--- src/hw/rtl/modbus_read_reply_checker_top_assert.svh ---
// assertion macros shared by the checker rtl
`ifndef MODBUS_READ_REPLY_CHECKER_TOP_ASSERT_SVH
`define MODBUS_READ_REPLY_CHECKER_TOP_ASSERT_SVH

// property that must hold at every clock edge outside reset
`define MRRC_ASSERT_CLK(label, clk, rst_n, prop, msg) \
	label: assert property (@(posedge clk) disable iff (!rst_n) prop) \
		else $error(msg);

// antecedent in one cycle implies consequent in the next
`define MRRC_ASSERT_NEXT(label, clk, rst_n, ante, cons, msg) \
	label: assert property (@(posedge clk) disable iff (!rst_n) (ante) |=> (cons)) \
		else $error(msg);

`endif

--- src/hw/rtl/mrrc_pkg.sv ---
`timescale 1ns / 1ps

package mrrc_pkg;

	// configuration register indexes
	localparam logic [1:0] REG_SLAVE    = 2'd0;
	localparam logic [1:0] REG_FUNCTION = 2'd1;
	localparam logic [1:0] REG_WCOUNT   = 2'd2;

	// result kinds
	localparam logic KIND_WORD   = 1'b0;
	localparam logic KIND_STATUS = 1'b1;

	// frame status codes
	localparam logic [2:0] ST_OK        = 3'd0;
	localparam logic [2:0] ST_MALFORMED = 3'd1;
	localparam logic [2:0] ST_CRC       = 3'd2;
	localparam logic [2:0] ST_SLAVE     = 3'd3;
	localparam logic [2:0] ST_EXCEPTION = 3'd4;
	localparam logic [2:0] ST_FUNCTION  = 3'd5;
	localparam logic [2:0] ST_BYTECOUNT = 3'd6;

	localparam logic [7:0]  EXC_FLAG   = 8'h80;
	localparam logic [15:0] CRC_INIT   = 16'hFFFF;
	localparam logic [15:0] CRC_POLY   = 16'hA001;
	localparam int          MIN_FRAME  = 5;
	localparam int          HEADER_LEN = 5;

	typedef struct packed {
		logic [7:0] slave;
		logic [2:0] fcode;
		logic [6:0] wcount;
	} cfg_t;

	// captured header and trailer view of the frame for the status check
	typedef struct packed {
		logic [7:0]  address;
		logic [7:0]  fcode;
		logic [7:0]  third;
		logic [15:0] crc;
		logic [15:0] delayed;
	} frame_view_t;

	typedef struct packed {
		logic        kind;
		logic [6:0]  word_index;
		logic [15:0] word_value;
		logic [2:0]  status;
		logic [7:0]  exc_code;
	} res_t;

	// one byte of crc-16/modbus, reflected, lsb first
	function automatic logic [15:0] crc_feed(input logic [15:0] crc, input logic [7:0] b);
		logic [15:0] c;
		c = crc ^ {8'h00, b};
		for (int k = 0; k < 8; k++) begin
			c = c[0] ? ((c >> 1) ^ CRC_POLY) : (c >> 1);
		end
		return c;
	endfunction

endpackage

--- src/hw/rtl/mrrc_if.sv ---
`timescale 1ns / 1ps

// received byte channel
interface mrrc_in_if;
	logic       valid;
	logic       ready;
	logic [7:0] rx_byte;
	logic       frame_last;

	modport source(output valid, rx_byte, frame_last, input ready);
	modport sink(input valid, rx_byte, frame_last, output ready);
endinterface

// word and status result channel
interface mrrc_out_if;
	logic        valid;
	logic        ready;
	logic        result_kind;
	logic [6:0]  word_index;
	logic [15:0] word_value;
	logic [2:0]  status;
	logic [7:0]  exc_code;

	modport source(output valid, result_kind, word_index, word_value, status,
		exc_code, input ready);
	modport sink(input valid, result_kind, word_index, word_value, status,
		exc_code, output ready);
endinterface

--- src/hw/rtl/modbus_read_reply_checker_top.sv ---
`timescale 1ns / 1ps

// channel   dir   payload                                            handshake
// in_ch     in    rx_byte[7:0], frame_last                           valid/ready
// out_ch    out   result_kind, word_index[6:0], word_value[15:0],    valid/ready
//                 status[2:0], exc_code[7:0]
// cfg       in    cfg_we, cfg_idx[1:0], cfg_data[7:0]                write only
//
// one byte per cycle sustained while out_ch takes results; the byte-wide crc update
// and the status compares sit between the input register and the result register.
// a result is loaded into the result register when its byte leaves the input register.
// reset clears the frame state; crc starts at 0xFFFF and the config regs
// take slave 1, function 3, word count 1.
// a byte that makes no result drains even while out_ch stalls; a byte that makes
// a result waits in the input register until the result register frees up.

module modbus_read_reply_checker_top
	import mrrc_pkg::*;
#(
	parameter int MAX_FRAME_BYTES = 255,
	parameter int MAX_WORDS       = 125
) (
	input  logic       clk,
	input  logic       arst_n,
	input  logic       cfg_we,
	input  logic [1:0] cfg_idx,
	input  logic [7:0] cfg_data,
	mrrc_in_if.sink    in_ch,
	mrrc_out_if.source out_ch
);

	`include "modbus_read_reply_checker_top_assert.svh"

	localparam int CNT_W = $clog2(MAX_FRAME_BYTES + 2);

	cfg_t       cfg_q;
	logic       valid_s1;
	logic [7:0] byte_s1;
	logic       last_s1;
	logic       out_valid_q;
	res_t       out_q;

	logic       accept_in;
	logic       out_free;
	logic       advance;
	logic       has_res;
	res_t       res;

	// configuration registers
	always_ff @(posedge clk or negedge arst_n) begin
		if (!arst_n) begin
			cfg_q <= '{slave: 8'd1, fcode: 3'd3, wcount: 7'd1};
		end else if (cfg_we) begin
			case (cfg_idx)
				REG_SLAVE:    cfg_q.slave  <= cfg_data;
				REG_FUNCTION: cfg_q.fcode  <= cfg_data[2:0];
				REG_WCOUNT:   cfg_q.wcount <= cfg_data[6:0];
				default: ;
			endcase
		end
	end

	// handshake
	assign accept_in   = in_ch.valid && in_ch.ready;
	assign out_free    = !out_valid_q || out_ch.ready;
	assign advance     = valid_s1 && (!has_res || out_free);
	assign in_ch.ready = !valid_s1 || advance;

	// input register
	always_ff @(posedge clk or negedge arst_n) begin
		if (!arst_n) begin
			valid_s1 <= 1'b0;
		end else if (accept_in) begin
			valid_s1 <= 1'b1;
		end else if (advance) begin
			valid_s1 <= 1'b0;
		end
	end

	always_ff @(posedge clk) begin
		if (accept_in) begin
			byte_s1 <= in_ch.rx_byte;
			last_s1 <= in_ch.frame_last;
		end
	end

	mrrc_frame_core #(
		.MAX_FRAME_BYTES(MAX_FRAME_BYTES),
		.MAX_WORDS(MAX_WORDS),
		.CNT_W(CNT_W)
	) u_core (
		.clk(clk),
		.arst_n(arst_n),
		.cfg(cfg_q),
		.rx_byte(byte_s1),
		.frame_last(last_s1),
		.advance(advance),
		.has_res(has_res),
		.res(res)
	);

	// result register
	always_ff @(posedge clk or negedge arst_n) begin
		if (!arst_n) begin
			out_valid_q <= 1'b0;
		end else if (advance && has_res) begin
			out_valid_q <= 1'b1;
		end else if (out_ch.ready) begin
			out_valid_q <= 1'b0;
		end
	end

	always_ff @(posedge clk) begin
		if (advance && has_res) begin
			out_q <= res;
		end
	end

	assign out_ch.valid       = out_valid_q;
	assign out_ch.result_kind = out_q.kind;
	assign out_ch.word_index  = out_q.word_index;
	assign out_ch.word_value  = out_q.word_value;
	assign out_ch.status      = out_q.status;
	assign out_ch.exc_code    = out_q.exc_code;

	`MRRC_ASSERT_NEXT(a_s1_held, clk, arst_n, valid_s1 && !advance, valid_s1 && $stable(byte_s1) && $stable(last_s1), "stalled input item lost")
	`MRRC_ASSERT_CLK(a_word_clean, clk, arst_n, (out_valid_q && out_q.kind == KIND_WORD) |-> (out_q.status == ST_OK && out_q.exc_code == 8'd0), "word result carries status fields")
	`MRRC_ASSERT_CLK(a_exc_code, clk, arst_n, (out_valid_q && out_q.exc_code != 8'd0) |-> (out_q.status == ST_EXCEPTION), "exception code without exception status")

endmodule

--- src/hw/rtl/mrrc_status_eval.sv ---
`timescale 1ns / 1ps

module mrrc_status_eval
	import mrrc_pkg::*;
#(
	parameter int MAX_FRAME_BYTES = 255,
	parameter int MAX_WORDS       = 125,
	parameter int CNT_W           = 9
) (
	input  cfg_t             cfg,
	input  frame_view_t      view,
	input  logic [CNT_W-1:0] length,
	output logic [2:0]       status,
	output logic [7:0]       exc_code
);

	localparam int LEN_W = (CNT_W > 9) ? CNT_W : 9;

	logic             count_ok;
	logic             len_bad;
	logic             crc_bad;
	logic [LEN_W-1:0] len_ext;
	logic [LEN_W-1:0] exp_len;
	logic [8:0]       exp_bytes;

	assign count_ok  = (cfg.wcount != 7'd0) && (cfg.wcount <= 7'(MAX_WORDS));
	assign len_ext   = LEN_W'(length);
	assign exp_bytes = {1'b0, cfg.wcount, 1'b0};
	assign exp_len   = LEN_W'(exp_bytes) + LEN_W'(HEADER_LEN);
	assign len_bad   = (len_ext < LEN_W'(MIN_FRAME)) ||
		(len_ext > LEN_W'(MAX_FRAME_BYTES)) || !count_ok;
	// trailer carries the crc low byte first
	assign crc_bad   = (view.delayed[15:8] != view.crc[7:0]) ||
		(view.delayed[7:0] != view.crc[15:8]);

	// checks in priority order
	always_comb begin
		status   = ST_OK;
		exc_code = 8'd0;
		if (len_bad) begin
			status = ST_MALFORMED;
		end else if (crc_bad) begin
			status = ST_CRC;
		end else if (view.address != cfg.slave) begin
			status = ST_SLAVE;
		end else if (view.fcode == ({5'd0, cfg.fcode} | EXC_FLAG)) begin
			if (len_ext == LEN_W'(HEADER_LEN)) begin
				status   = ST_EXCEPTION;
				exc_code = view.third;
			end else begin
				status = ST_MALFORMED;
			end
		end else if (view.fcode != {5'd0, cfg.fcode}) begin
			status = ST_FUNCTION;
		end else if ({1'b0, view.third} != exp_bytes) begin
			status = ST_BYTECOUNT;
		end else if (len_ext != exp_len) begin
			status = ST_MALFORMED;
		end
	end

endmodule

--- src/hw/rtl/mrrc_frame_core.sv ---
`timescale 1ns / 1ps

module mrrc_frame_core
	import mrrc_pkg::*;
#(
	parameter int MAX_FRAME_BYTES = 255,
	parameter int MAX_WORDS       = 125,
	parameter int CNT_W           = 9
) (
	input  logic       clk,
	input  logic       arst_n,
	input  cfg_t       cfg,
	input  logic [7:0] rx_byte,
	input  logic       frame_last,
	input  logic       advance,
	output logic       has_res,
	output res_t       res
);

	`include "modbus_read_reply_checker_top_assert.svh"

	logic [CNT_W-1:0] byte_cnt_q;
	logic [6:0]       word_cnt_q;
	logic [15:0]      crc_q;
	logic [15:0]      delayed_q;
	logic [7:0]       address_q;
	logic [7:0]       fcode_q;
	logic [7:0]       third_q;
	logic [7:0]       pending_q;

	logic             live;
	logic             count_ok;
	logic             word_fire;
	logic             at_high;
	logic [15:0]      crc_next;
	logic [15:0]      delayed_next;
	logic [CNT_W-1:0] length;
	frame_view_t      view;
	logic [2:0]       status;
	logic [7:0]       exc_code;

	// byte position decode
	assign live     = byte_cnt_q <= CNT_W'(MAX_FRAME_BYTES);
	assign count_ok = (cfg.wcount != 7'd0) && (cfg.wcount <= 7'(MAX_WORDS));
	assign at_high  = live && (byte_cnt_q > CNT_W'(2)) && byte_cnt_q[0];
	assign word_fire = live && (byte_cnt_q > CNT_W'(2)) && !byte_cnt_q[0] &&
		!frame_last && count_ok && (word_cnt_q < cfg.wcount);
	assign has_res  = word_fire || frame_last;

	// crc lags two bytes behind so the trailer stays out of it
	assign crc_next     = (byte_cnt_q >= CNT_W'(2)) ? crc_feed(crc_q, delayed_q[15:8]) : crc_q;
	assign delayed_next = {delayed_q[7:0], rx_byte};
	assign length       = live ? (byte_cnt_q + CNT_W'(1)) : byte_cnt_q;

	assign view = '{address: address_q, fcode: fcode_q, third: third_q,
		crc: crc_next, delayed: delayed_next};

	mrrc_status_eval #(
		.MAX_FRAME_BYTES(MAX_FRAME_BYTES),
		.MAX_WORDS(MAX_WORDS),
		.CNT_W(CNT_W)
	) u_status (
		.cfg(cfg),
		.view(view),
		.length(length),
		.status(status),
		.exc_code(exc_code)
	);

	// result selection
	always_comb begin
		if (frame_last) begin
			res = '{kind: KIND_STATUS, word_index: 7'd0, word_value: 16'd0,
				status: status, exc_code: exc_code};
		end else begin
			res = '{kind: KIND_WORD, word_index: word_cnt_q,
				word_value: {pending_q, rx_byte}, status: ST_OK, exc_code: 8'd0};
		end
	end

	// frame state
	always_ff @(posedge clk or negedge arst_n) begin
		if (!arst_n) begin
			byte_cnt_q <= '0;
			word_cnt_q <= 7'd0;
			crc_q      <= CRC_INIT;
			delayed_q  <= 16'd0;
			address_q  <= 8'd0;
			fcode_q    <= 8'd0;
			third_q    <= 8'd0;
			pending_q  <= 8'd0;
		end else if (advance) begin
			delayed_q <= delayed_next;
			if (live && byte_cnt_q == CNT_W'(0)) begin
				address_q <= rx_byte;
			end
			if (live && byte_cnt_q == CNT_W'(1)) begin
				fcode_q <= rx_byte;
			end
			if (live && byte_cnt_q == CNT_W'(2)) begin
				third_q <= rx_byte;
			end
			if (at_high) begin
				pending_q <= rx_byte;
			end
			if (frame_last) begin
				byte_cnt_q <= '0;
				word_cnt_q <= 7'd0;
				crc_q      <= CRC_INIT;
			end else begin
				crc_q <= crc_next;
				if (live) begin
					byte_cnt_q <= byte_cnt_q + CNT_W'(1);
				end
				if (word_fire) begin
					word_cnt_q <= word_cnt_q + 7'd1;
				end
			end
		end
	end

	`MRRC_ASSERT_CLK(a_cnt_saturates, clk, arst_n, byte_cnt_q <= CNT_W'(MAX_FRAME_BYTES + 1), "byte counter beyond saturation")
	`MRRC_ASSERT_NEXT(a_frame_restart, clk, arst_n, advance && frame_last, byte_cnt_q == '0 && word_cnt_q == 7'd0 && crc_q == CRC_INIT, "frame state not restored after last byte")

endmodule

--- src/flat_wrapper.sv ---
// flat-port wrapper written by rule: the top's interface ports become plain ports
module modbus_read_reply_checker_top_flat import mrrc_pkg::*;
#(
	parameter int MAX_FRAME_BYTES = 255,
	parameter int MAX_WORDS       = 125
)
  (clk, arst_n, cfg_we, cfg_idx, cfg_data, in_ch_valid, in_ch_rx_byte, in_ch_frame_last, in_ch_ready, out_ch_valid, out_ch_result_kind, out_ch_word_index, out_ch_word_value, out_ch_status, out_ch_exc_code, out_ch_ready);
  mrrc_in_if in_ch_i ();
  mrrc_out_if out_ch_i ();
  input  logic clk;
  input  logic arst_n;
  input  logic cfg_we;
  input  logic [1:0] cfg_idx;
  input  logic [7:0] cfg_data;
  input wire logic [$bits(in_ch_i.valid)-1:0] in_ch_valid;
  input wire logic [$bits(in_ch_i.rx_byte)-1:0] in_ch_rx_byte;
  input wire logic [$bits(in_ch_i.frame_last)-1:0] in_ch_frame_last;
  output wire logic [$bits(in_ch_i.ready)-1:0] in_ch_ready;
  output wire logic [$bits(out_ch_i.valid)-1:0] out_ch_valid;
  output wire logic [$bits(out_ch_i.result_kind)-1:0] out_ch_result_kind;
  output wire logic [$bits(out_ch_i.word_index)-1:0] out_ch_word_index;
  output wire logic [$bits(out_ch_i.word_value)-1:0] out_ch_word_value;
  output wire logic [$bits(out_ch_i.status)-1:0] out_ch_status;
  output wire logic [$bits(out_ch_i.exc_code)-1:0] out_ch_exc_code;
  input wire logic [$bits(out_ch_i.ready)-1:0] out_ch_ready;
  assign in_ch_i.valid = in_ch_valid;
  assign in_ch_i.rx_byte = in_ch_rx_byte;
  assign in_ch_i.frame_last = in_ch_frame_last;
  assign in_ch_ready = in_ch_i.ready;
  assign out_ch_valid = out_ch_i.valid;
  assign out_ch_result_kind = out_ch_i.result_kind;
  assign out_ch_word_index = out_ch_i.word_index;
  assign out_ch_word_value = out_ch_i.word_value;
  assign out_ch_status = out_ch_i.status;
  assign out_ch_exc_code = out_ch_i.exc_code;
  assign out_ch_i.ready = out_ch_ready;
  modbus_read_reply_checker_top #(.MAX_FRAME_BYTES(MAX_FRAME_BYTES), .MAX_WORDS(MAX_WORDS)) u_core (.clk(clk), .arst_n(arst_n), .cfg_we(cfg_we), .cfg_idx(cfg_idx), .cfg_data(cfg_data), .in_ch(in_ch_i), .out_ch(out_ch_i));
endmodule
--- config.mk ---
export PLATFORM = sky130hd
export DESIGN_NAME = modbus_read_reply_checker_top_flat
export DESIGN_NICKNAME = d
export VERILOG_FILES = /design/src/hw/rtl/mrrc_pkg.sv /design/src/hw/rtl/mrrc_if.sv /design/src/hw/rtl/modbus_read_reply_checker_top.sv /design/src/hw/rtl/mrrc_status_eval.sv /design/src/hw/rtl/mrrc_frame_core.sv /design/src/flat_wrapper.sv
export VERILOG_INCLUDE_DIRS = /design/src /design/src/hw/rtl
export SDC_FILE = /design/constraint.sdc
export NUM_CORES = 1
export LEC_CHECK = 0
export BUFFER_PORTS_ARGS = -buffer_cell sky130_fd_sc_hd__buf_2
export CAP_MARGIN = 20
export CORE_MARGIN = 2
export CORE_UTILIZATION = 60
export DETAILED_ROUTE_END_ITERATION = 12
export PLACE_DENSITY = 0.87
export SLEW_MARGIN = 20
export SYNTH_ARGS = -nofsm -noshare
export SYNTH_HDL_FRONTEND = slang
export SYNTH_SLANG_ARGS = --single-unit
--- constraint.sdc ---
create_clock -name clk -period 3.2 [get_ports clk]
set_input_delay 0 -clock clk [delete_from_list [all_inputs] [get_ports clk]]
set_output_delay 0 -clock clk [all_outputs]
set_load 0.05 [all_outputs]
==> impl_metrics.py, run 1 <==
metrics = {
    "cts": {
        "numCtsBuffers": 17,
        "clk_latency_ns": 0.42,
        "cts_root_buf": "clkbuf_16",
        "cts_tree": "yes",
        "clk_path_buf_depth": 2,
        "cts_max_level": 4,
        "cts_sinks": 144,
        "path_clk_slew_ns": 0.06,
    },
    "global_route": {
        "grt.met3_usage_pct": 7.33,
        "antenna_found_initial": 0,
        "grt_usage_pct": 27.8,
        "grt_pass1_wl_um": 28000,
        "grt_pass1_vias": 5524,
        "grt_max_degree": 88,
        "grtUsageMet2_pct": 44.4,
        "grt-ovfl-total": 0,
        "gr-max-usage-layer": "met2",
        "gr-usage-met1_pct": 36.5,
    },
    "synth": {
        "synth_cell_types": 65,
        "synth_edf_count": 44,
        "ys_warn_count": 0,
        "syn_nets": 663,
        "ys.flop_type": "dfrtp_1",
        "yosysSeqAreaShare_pct": 52.2,
        "synthArstFlopShare_pct": 69.4,
        "syn-cell-area_um2": 7380,
        "synthCells": 626,
        "syn_area_per_cell_um2": 11.8,
        "synth_seq_cells": 144,
    },
    "sta": {
        "period_share_pct": 95.8,
        "setup_tns_ns": 0,
        "final_hold_viol_count": 0,
        "fin_skew_ns": 0.00910,
        "fmax_mhz": 326,
        "rsz0062_at_grt": "no",
        "setup_viol": 0,
        "tightest_slew_ns": 0.808,
        "slew_violations": 0,
        "timing.slew.headroom_pct": 46.1,
        "finalCriticalPeriod_ns": 3.06,
    },
    "detailed_routing": {
        "viasPerCell": 6.13,
        "vias": 5401,
        "drt_drc_violations_left": 0,
        "antenna_left": 0,
        "wl_um": 17100,
        "first_pass_iters": 5,
        "drt-initial-drc-count": 503,
        "routedWlPerCell_um": 19.5,
    },
    "die": {
        "die_area_um2": 13200,
        "start_util_pct": 61.4,
        "core_um2": 12000,
        "rows": 40,
        "die_y_um": 115,
        "ios": 61,
        "die_w_um": 115,
    },
    "placed_design": {
        "gp_congestion": 0.976,
        "io_buffers": 60,
        "place_hpwl_um": 11400,
    },
    "worst_setup_path": {
        "crit_type": "flop to flop",
        "max_stage_delay_ns": 0.57,
        "worstPathMaxFanout": 10,
        "path_cells": "xnor2_1 > xor2_1 > xnor2_2 > xnor3_1 > o211a_1 > a31oi_1 > nand4_1 > buf_4 > nor3_2",
        "crit_path_top_delay_cell": "dfstp_2",
        "critPathCaptureType": "flop",
        "start_kind": "flop",
        "crit_arrival_ns": 3.33,
        "required_ns": 3.46,
    },
    "pwr": {
        "p_switching_mw": 3.22,
        "vdd_drop_max_v": 0.000470,
        "power.share.switching_pct": 38.0,
        "sequentialPowerShare_pct": 34.8,
        "p_leak_nw": 3.61,
        "p_clk_share_pct": 22.5,
        "internal_power_mw": 5.26,
        "p_comb_share_pct": 42.7,
        "p_per_area_nw_per_um2": 966,
    },
    "final_layout": {
        "fill_cells": 790,
        "postLayoutCoreUtil_pct": 73.1,
        "drive_gt1_share_pct": 28.6,
        "num-nets-final": 758,
        "area_delta_synth_final_pct": 19.1,
        "n_antenna_cell": 0,
    },
    "min_path": {
        "hp-class": "input pin to flop",
    },
    "status": {
        "status": "completed",
    },
    "job": {
        "cap_viol_max_count": 0,
    },
}
==> cell usage in the layout (no fill, tap or decap), types with 5 or more instances in the layout <==
| master | n |
|---|---|
| dlygate4sd3_1 | 20 |
| nand3_1 | 13 |
| o21ai_1 | 5 |
| clkbuf_16 | 17 |
| o22ai_1 | 5 |
| nor3_1 | 14 |
| mux2i_1 | 9 |
| nor2_1 | 23 |
| xnor2_1 | 41 |
| or3_1 | 5 |
| nor2b_1 | 25 |
| a31oi_1 | 8 |
| mux2_2 | 53 |
| and3_1 | 6 |
| inv_1 | 18 |
| buf_2 | 59 |
| o21ai_0 | 16 |
| nand2_1 | 34 |
| o22a_1 | 10 |
| a21oi_1 | 14 |
| a2bb2oi_1 | 6 |
| nand4_1 | 8 |
| nor4_1 | 8 |
| mux2_1 | 12 |
| or4_1 | 5 |
| dfstp_2 | 20 |
| xor2_1 | 24 |
| buf_4 | 23 |
| ha_1 | 13 |
| o31ai_1 | 5 |
| nor3_2 | 11 |
| a21o_1 | 7 |
| nand2b_1 | 7 |
| edfxtp_1 | 44 |
| dfrtp_1 | 80 |
==> metrics by stage <==
stage	area [um^2]	power, mW	hold slack [ns]	instances	setup slack, ns
floorplan	7380	5.56	-0.296	626	0.252
global route	8780	8.90	0.0705	881	0.0183
global placement	7920	6.18	0.177	824	0.177
finish	8780	8.48	0.0516	881	0.135
detailed placement	7920	6.35	0.178	824	-0.0821
CTS	8710	8.33	0.0364	876	0.0991
==> sequential cells by signal (all words and copies together), names as in the netlist, 7 cells and up <==
signal	count
u_core.out_ch.word_index	7
u_core.cfg_q	18
u_core.byte_s1	8
u_core.u_core.word_cnt_q	7
u_core.out_ch.exc_code	8
u_core.u_core.delayed_q	16
u_core.u_core.byte_cnt_q	9
u_core.u_core.address_q	8
u_core.out_ch.word_value	16
u_core.u_core.crc_q	16
u_core.u_core.third_q	8
u_core.u_core.fcode_q	8
u_core.u_core.pending_q	8
==> final timing paths <==
path                                       startpoint                          to  slack, ns  depth (start not counted)
setup / recovery               u_core.u_core.crc_q[5]   u_core.out_ch.exc_code[3]       0.14                          9
hold / removal                                 cfg_we             u_core.cfg_q[7]       0.05                          3
setup reg to reg               u_core.u_core.crc_q[5]   u_core.out_ch.exc_code[3]       0.14                          9
hold reg to reg            u_core.u_core.pending_q[5]  u_core.u_core.pending_q[5]       0.50                          1
max in group asynchronous                      arst_n     u_core.u_core.crc_q[10]       2.25                          3
min in group asynchronous                      arst_n            u_core.cfg_q[15]       0.21                          2
==> critical path: cells and delay by family, from the launching register on <==
family	cells	cell delay, ns
buffers and inverters	1	0.25
DFF	1	0.57
xor gates and xnor gates	4	1.33
and+or+nand+nor	2	0.37
AOI/OAI and AO/OA	2	0.38
==> cells in the mapped netlist (all sizes together) (10+ instances only) <==
cell type | number | area, um^2
nor2b | 25 | 156
a21oi | 14 | 70.1
xnor2 | 43 | 392
xor2 | 24 | 210
nand2 | 34 | 128
dfstp | 20 | 526
mux2 | 65 | 732
o21ai | 21 | 105
o22a | 10 | 87.6
dfrtp | 80 | 2000
inv | 18 | 67.6
edfxtp | 44 | 1320
nand3 | 13 | 65.1
nor2 | 23 | 86.3
ha | 13 | 163
nor3 | 25 | 175
clkbuf | 22 | 82.6
==> layer usage <==
layer | part of all wire (%) | vias up
li1 | - | 2472
met1 | 41 | 2619
met2 | 47 | 265
met3 | 8.4 | 45
met4 | 2.9 | 0
met5 | 0 | -
==> power groups by stage <==
stage          Sequential (mW)  Clock (mW)  Combinational [mW]
4_1_cts                   2.93        1.93                3.48
3_5_place_dp              2.95           0                3.40
5_1_grt                   2.99        2.01                3.89
6_report                  2.95        1.91                3.62
3_3_place_gp              2.92           0                3.27
2_1_floorplan             3.11           0                2.45
==> area by class of cell <==
cell class              instances  area (um^2)  area share (%)
flip-flops and latches        144         3850            43.8
multi-input cells             433         3370            38.3
repair buffers                106          739            8.42
clock buffers                  19          433            4.93
well taps                     147          184            2.09
clock inverters                13          140            1.60
inverters                      19         71.3           0.812
==> cell families (layout without fill, tap and decap cells) <==
| family | count (synthesis) | count (layout) | synth area share, % |
|---|---|---|---|
| and+or+nand+nor | 179 | 179 | 13.9 |
| xor gates and xnor gates | 68 | 68 | 8.46 |
| AOI/OAI and AO/OA | 99 | 99 | 9.38 |
| buffers and inverters | 49 | 157 | 2.68 |
| muxes | 74 | 74 | 11.1 |
| adders and majority gates | 13 | 13 | 2.21 |
| DFF | 144 | 144 | 52.2 |
==> what timing repair did <==
action,CTS,global route
setup buffers,0,5
hold buffers,20,0
hold endpoints to repair,98,0
gates resized for setup,2,2
setup endpoints to repair,11,28
Note: power is estimated with default switching activity, not from simulation.
==> inputs of run 2 (changes only) <==
REMOVE_ABC_BUFFERS = 1   (was unset)
SKIP_CTS_REPAIR_TIMING = 1   (was unset)
==> run 2 against run 1 <==
  * Sequential cell count is the same
  * Clock-buffer cell count shrank 1
  * Core utilization grew 0.72 points
  * Total power grew 4.5%
  * Final area grew 0.98%
  * Sequential share of layout area shrank 0.40 points
  * Critical path depth grew 1
  * Combinational power grew 1%
  * Global-route usage grew 0.18 points
  * Sequential power is essentially flat
  * Largest cell class unchanged
==> impl_metrics.py, run 2 (synthesized netlist as in run 1, its figures left out) <==
metrics = {
    "min_path": {
        "hp-class": "input pin to flop",
    },
    "placed_design": {
        "placed_area_um2": 7920,
        "place_hpwl_um": 11600,
        "gp_congestion": 0.947,
        "io_buffers": 60,
        "place_ws_ns": 0.00433,
        "place_inst": 826,
    },
    "sta": {
        "tightest_slew_ns": 0.855,
        "timing.slew.headroom_pct": 42.9,
        "setup_viol": 0,
        "setup_ws_ns": 0.0898,
        "fmax_mhz": 322,
        "slew_violations": 0,
        "final_hold_viol_count": 0,
        "fin_skew_ns": 0.0111,
        "finalCriticalPeriod_ns": 3.11,
        "period_share_pct": 97.2,
        "holdWs_ns": 0.0445,
    },
    "global_route": {
        "antenna_found_initial": 0,
        "grt-ovfl-total": 0,
        "grt_pass1_vias": 5493,
        "grt_usage_pct": 28.0,
        "grt_pass1_wl_um": 28100,
        "grt_max_degree": 92,
    },
    "final_layout": {
        "final_area_um2": 8870,
        "num-nets-final": 756,
        "area_delta_synth_final_pct": 20.2,
        "regMostFlops": "u_core.cfg_q",
        "fin_cells": 879,
        "drive_gt1_share_pct": 29.4,
        "final_cell_mix": "dfrtp_1 (78), buf_2 (59), mux2_2 (53), edfxtp_1 (44), xnor2_1 (41)",
        "final_common_cell": "dfrtp_1",
        "largest_register_ffs": 18,
        "n_antenna_cell": 0,
    },
    "detailed_routing": {
        "vias": 5473,
        "met3_wirelength_um": 1220,
        "first_pass_iters": 6,
        "viasPerCell": 6.23,
        "drt_drc_violations_left": 0,
        "routedWlPerCell_um": 20.2,
        "wl_um": 17800,
        "routed.top_layer": "met4",
        "wl_met2_um": 8870,
        "wl_met1_um": 7270,
        "drt-initial-drc-count": 732,
        "antenna_left": 0,
    },
    "cts": {
        "cts_max_level": 4,
        "clk_path_buf_depth": 2,
        "numCtsBuffers": 17,
        "cts_root_buf": "clkbuf_16",
        "clk_latency_ns": 0.43,
        "cts_tree": "yes",
        "cts_sinks": 144,
        "path_clk_slew_ns": 0.06,
    },
    "worst_setup_path": {
        "r2r_slack_ns": 0.11,
        "start_kind": "flop",
        "crit_type": "flop to primary output",
        "worstPathMaxFanout": 16,
        "cp_top_family": "compound AO/OA/AOI/OAI gates",
        "crit_path_top_delay_cell": "dfrtp_2",
        "crit_arrival_ns": 3.11,
        "critPathCaptureType": "primary output",
        "path_cells": "inv_1 > ha_1 > a21o_1 > a211o_1 > nor3b_1 > o21ai_1 > a21oi_1 > buf_4 > nand2_1 > buf_2",
        "path_buf_inv": 3,
        "required_ns": 3.20,
        "max_stage_delay_ns": 0.45,
    },
    "pwr": {
        "p_switching_mw": 3.29,
        "p_per_area_nw_per_um2": 999,
        "sequentialPowerShare_pct": 33.4,
        "p_clk_share_pct": 25.2,
        "internal_power_mw": 5.56,
        "power_mw": 8.86,
        "power.share.switching_pct": 37.2,
        "p_leak_nw": 3.65,
        "p_comb_share_pct": 41.4,
        "vdd_drop_max_v": 0.000475,
    },
    "job": {
        "cap_viol_max_count": 0,
    },
    "status": {
        "status": "completed",
    },
    "die": {
        "ios": 61,
        "die_area_um2": 13200,
        "die_w_um": 115,
        "start_util_pct": 61.4,
        "die_y_um": 115,
        "rows": 40,
        "core_um2": 12000,
    },
}
run 2: final timing paths:
| path | startpoint | to | cells past startpoint |
|---|---|---|---|
| max | u_core.cfg_q[5] | in_ch_ready | 10 |
| min | cfg_idx[0] | u_core.cfg_q[17] | 3 |
| max reg2reg | u_core.cfg_q[5] | u_core.u_core.third_q[5] | 11 |
| min reg2reg | u_core.u_core.pending_q[2] | u_core.u_core.pending_q[2] | 1 |
| max in group asynchronous | arst_n | u_core.u_core.crc_q[9] | 3 |
| min in group asynchronous | arst_n | u_core.cfg_q[17] | 2 |
run 2: area by class of cell:
| class | count | area (um^2) |
|---|---|---|
| Clock inverter | 14 | 236 |
| Fill cell | 777 | 3140 |
| Multi-Input combinational cell | 433 | 3380 |
| Sequential cell | 144 | 3850 |
| Inverter | 19 | 71.3 |
| Timing Repair Buffer | 104 | 712 |
| Tap cell | 147 | 184 |
| Clock buffer | 18 | 429 |
run 2: stage by stage:
stage               util, %  setup TNS (ns)
floorplan                 -           -3.63
global placement       65.9               0
detailed placement     66.0               0
CTS                    71.5          -0.113
global route           73.8         -0.0262
finish                 73.8               0
run 2: worst register-to-register path: stages (launching register included):
cell and delay (ns):
dfrtp_2 0.45, inv_1 0.11, ha_1 0.31, a21o_1 0.20
a211o_1 0.29, nor3b_1 0.24, o21ai_1 0.17, a21oi_1 0.26
buf_4 0.27, nand4b_1 0.19, buf_12 0.14, mux2_2 0.34
run 2: per-layer routing:
layer / vias up / track usage (%)
met1: 2680 / 37.1
li1: 2465 / -
met2: 277 / 45.2
met3: 51 / 5.90
met4: 0 / 11.5
met5: - / 0
run 2: power groups by stage:
stage	Sequential, mW	Clock, mW	Combinational (mW)
3_5_place_dp	2.96	0	3.48
6_report	2.96	2.23	3.67
3_3_place_gp	2.92	0	3.31
2_1_floorplan	3.13	0	2.38
5_1_grt	3.01	2.35	3.92
4_1_cts	2.94	2.26	3.52
==> inputs of run 3 (changes only) <==
CAP_MARGIN = 10   (was 20)
CORE_UTILIZATION = 54   (was 60)
PLACE_DENSITY = 0.83   (was 0.87)
clock period = 2.6 ns   (was 3.2 ns; I/O delays follow)
==> run 3 against run 2 <==
  * The flow now finishes with violations (negative setup slack)
  * Final area grew 15%
  * Sequential cell count unchanged
  * Largest cell class unchanged
  * Sequential share of layout area decreased by 5.5 points
  * Clock-buffer cell count increased by 1
==> impl_metrics.py, run 3 (synthesized netlist as in run 1, its figures left out) <==
metrics = {
    "global_route": {
        "grt_pass1_wl_um": 29600,
        "gr-max-usage-layer": "met2",
        "grt-ovfl-total": 0,
        "gr-usage-met1_pct": 34.7,
        "antenna_found_initial": 0,
        "grt_max_degree": 47,
        "grt_pass1_vias": 5738,
        "grtUsageMet2_pct": 42.6,
        "grt.met3_usage_pct": 6.95,
        "grt_usage_pct": 26.8,
    },
    "sta": {
        "fmax_mhz": 357,
        "setup_tns_ns": -3.40,
        "final_hold_viol_count": 0,
        "fin_skew_ns": 0.00719,
        "slew_violations": 0,
        "holdWs_ns": 0.0285,
        "period_share_pct": 108,
        "finalCriticalPeriod_ns": 2.80,
        "setup_ws_ns": -0.198,
        "timing.slew.headroom_pct": 49.4,
        "setup_viol": 56,
        "rsz0062_at_grt": "yes",
        "tightest_slew_ns": 0.758,
    },
    "final_layout": {
        "n_antenna_cell": 0,
        "num-nets-final": 857,
        "drive_gt1_share_pct": 43.9,
        "final_common_cell": "buf_4",
        "regMostFlops": "u_core.cfg_q",
        "final_cell_mix": "buf_4 (104), dfrtp_1 (78), buf_2 (58), edfxtp_1 (44), mux2_4 (42)",
        "fin_cells": 1009,
        "largest_register_ffs": 18,
        "area_delta_synth_final_pct": 37.7,
    },
    "cts": {
        "clk_latency_ns": 0.43,
        "cts_max_level": 4,
        "cts_sinks": 144,
        "numCtsBuffers": 17,
        "cts_tree": "yes",
        "cts_root_buf": "clkbuf_16",
        "path_clk_slew_ns": 0.06,
        "clk_path_buf_depth": 2,
    },
    "die": {
        "die_area_um2": 14600,
        "ios": 61,
        "die_y_um": 121,
        "die_w_um": 121,
        "rows": 42,
        "start_util_pct": 55.5,
        "core_um2": 13300,
    },
    "detailed_routing": {
        "vias": 5953,
        "wl_um": 20600,
        "viasPerCell": 5.90,
        "first_pass_iters": 5,
        "antenna_left": 0,
        "routedWlPerCell_um": 20.4,
        "drt-initial-drc-count": 495,
        "drt_drc_violations_left": 0,
    },
    "worst_setup_path": {
        "path_cells": "buf_6 > nor3_4 > nand4_2 > buf_6 > mux2i_2 > xnor2_1 > or4_1 > a31oi_1 > nand4_1 > buf_6 > o211a_1",
        "critPathCaptureType": "flop",
        "r2r_cells": 11,
        "crit_path_top_delay_cell": "or4_1",
        "max_stage_delay_ns": 0.53,
        "required_ns": 2.78,
        "crit_start": "u_core.u_core.byte_cnt_q[1]",
        "timing.rr.start": "u_core.u_core.byte_cnt_q[1]",
        "cp_common_cell": "buf_6",
        "start_kind": "flop",
        "worstPathMaxFanout": 4,
        "crit_type": "flop to flop",
        "r2r_slack_ns": -0.20,
        "crit_arrival_ns": 2.98,
    },
    "placed_design": {
        "gp_congestion": 0.938,
        "io_buffers": 60,
        "place_inst": 934,
        "place_ws_ns": -0.475,
        "place_hpwl_um": 13200,
    },
    "pwr": {
        "vdd_drop_max_v": 0.000686,
        "p_per_area_nw_per_um2": 1200,
        "p_leak_nw": 4.44,
    },
    "job": {
        "cap_viol_max_count": 0,
    },
    "min_path": {
        "hold_depth": 3,
        "min-delay-start": "cfg_idx[0]",
        "hp-class": "input pin to flop",
    },
    "status": {
        "violations": "negative setup slack",
        "status": "finished with violations",
    },
}
## run 3: path summary, 6_finish.rpt
check | to
min in group asynchronous | u_core.u_core.fcode_q[0]
setup / recovery | u_core.out_ch.status[1]
hold / removal | u_core.cfg_q[7]
setup reg to reg | u_core.out_ch.status[1]
max in group asynchronous | u_core.u_core.crc_q[15]
hold reg to reg | u_core.u_core.pending_q[7]
## run 3: worst max-delay path: cells and delay by family, from the launching register on
kind | cells | cell delay (ns)
AOI/OAI and AO/OA | 2 | 0.37
xor gates and xnor gates | 1 | 0.09
buffers and inverters | 3 | 0.48
DFF | 1 | 0.42
muxes | 1 | 0.21
and+or+nand+nor | 4 | 0.99
## run 3: power breakdown
part           switching, mW  internal [mW]  total [mW]
logic                   3.06           3.24        6.30
registers              0.536           3.07        3.61
clock network          0.954           1.31        2.27
## run 3: through the flow
stage | instance area [um^2] | util (%) | power, mW
global placement | 8630 | 64.9 | 8.70
floorplan | 7250 | - | 6.78
global route | 10200 | 76.4 | 12.7
CTS | 9170 | 69.0 | 11.2
finish | 10200 | 76.4 | 12.2
detailed placement | 8630 | 64.9 | 8.89
## run 3: final cells by class
class | instances | area, um^2
clock buffers | 19 | 433
clock inverters | 13 | 115
fillers | 789 | 3140
inverters | 19 | 73.8
multi-input cells | 433 | 3820
flip-flops and latches | 144 | 3850
well taps | 176 | 220
repair buffers | 205 | 1640
## run 3: per-layer routing
layer / vias to the layer above / part of all wire [%]
met5: - / 0
met4: 0 / 2.8
met3: 50 / 7.2
met2: 274 / 49
met1: 2954 / 41
li1: 2675 / -
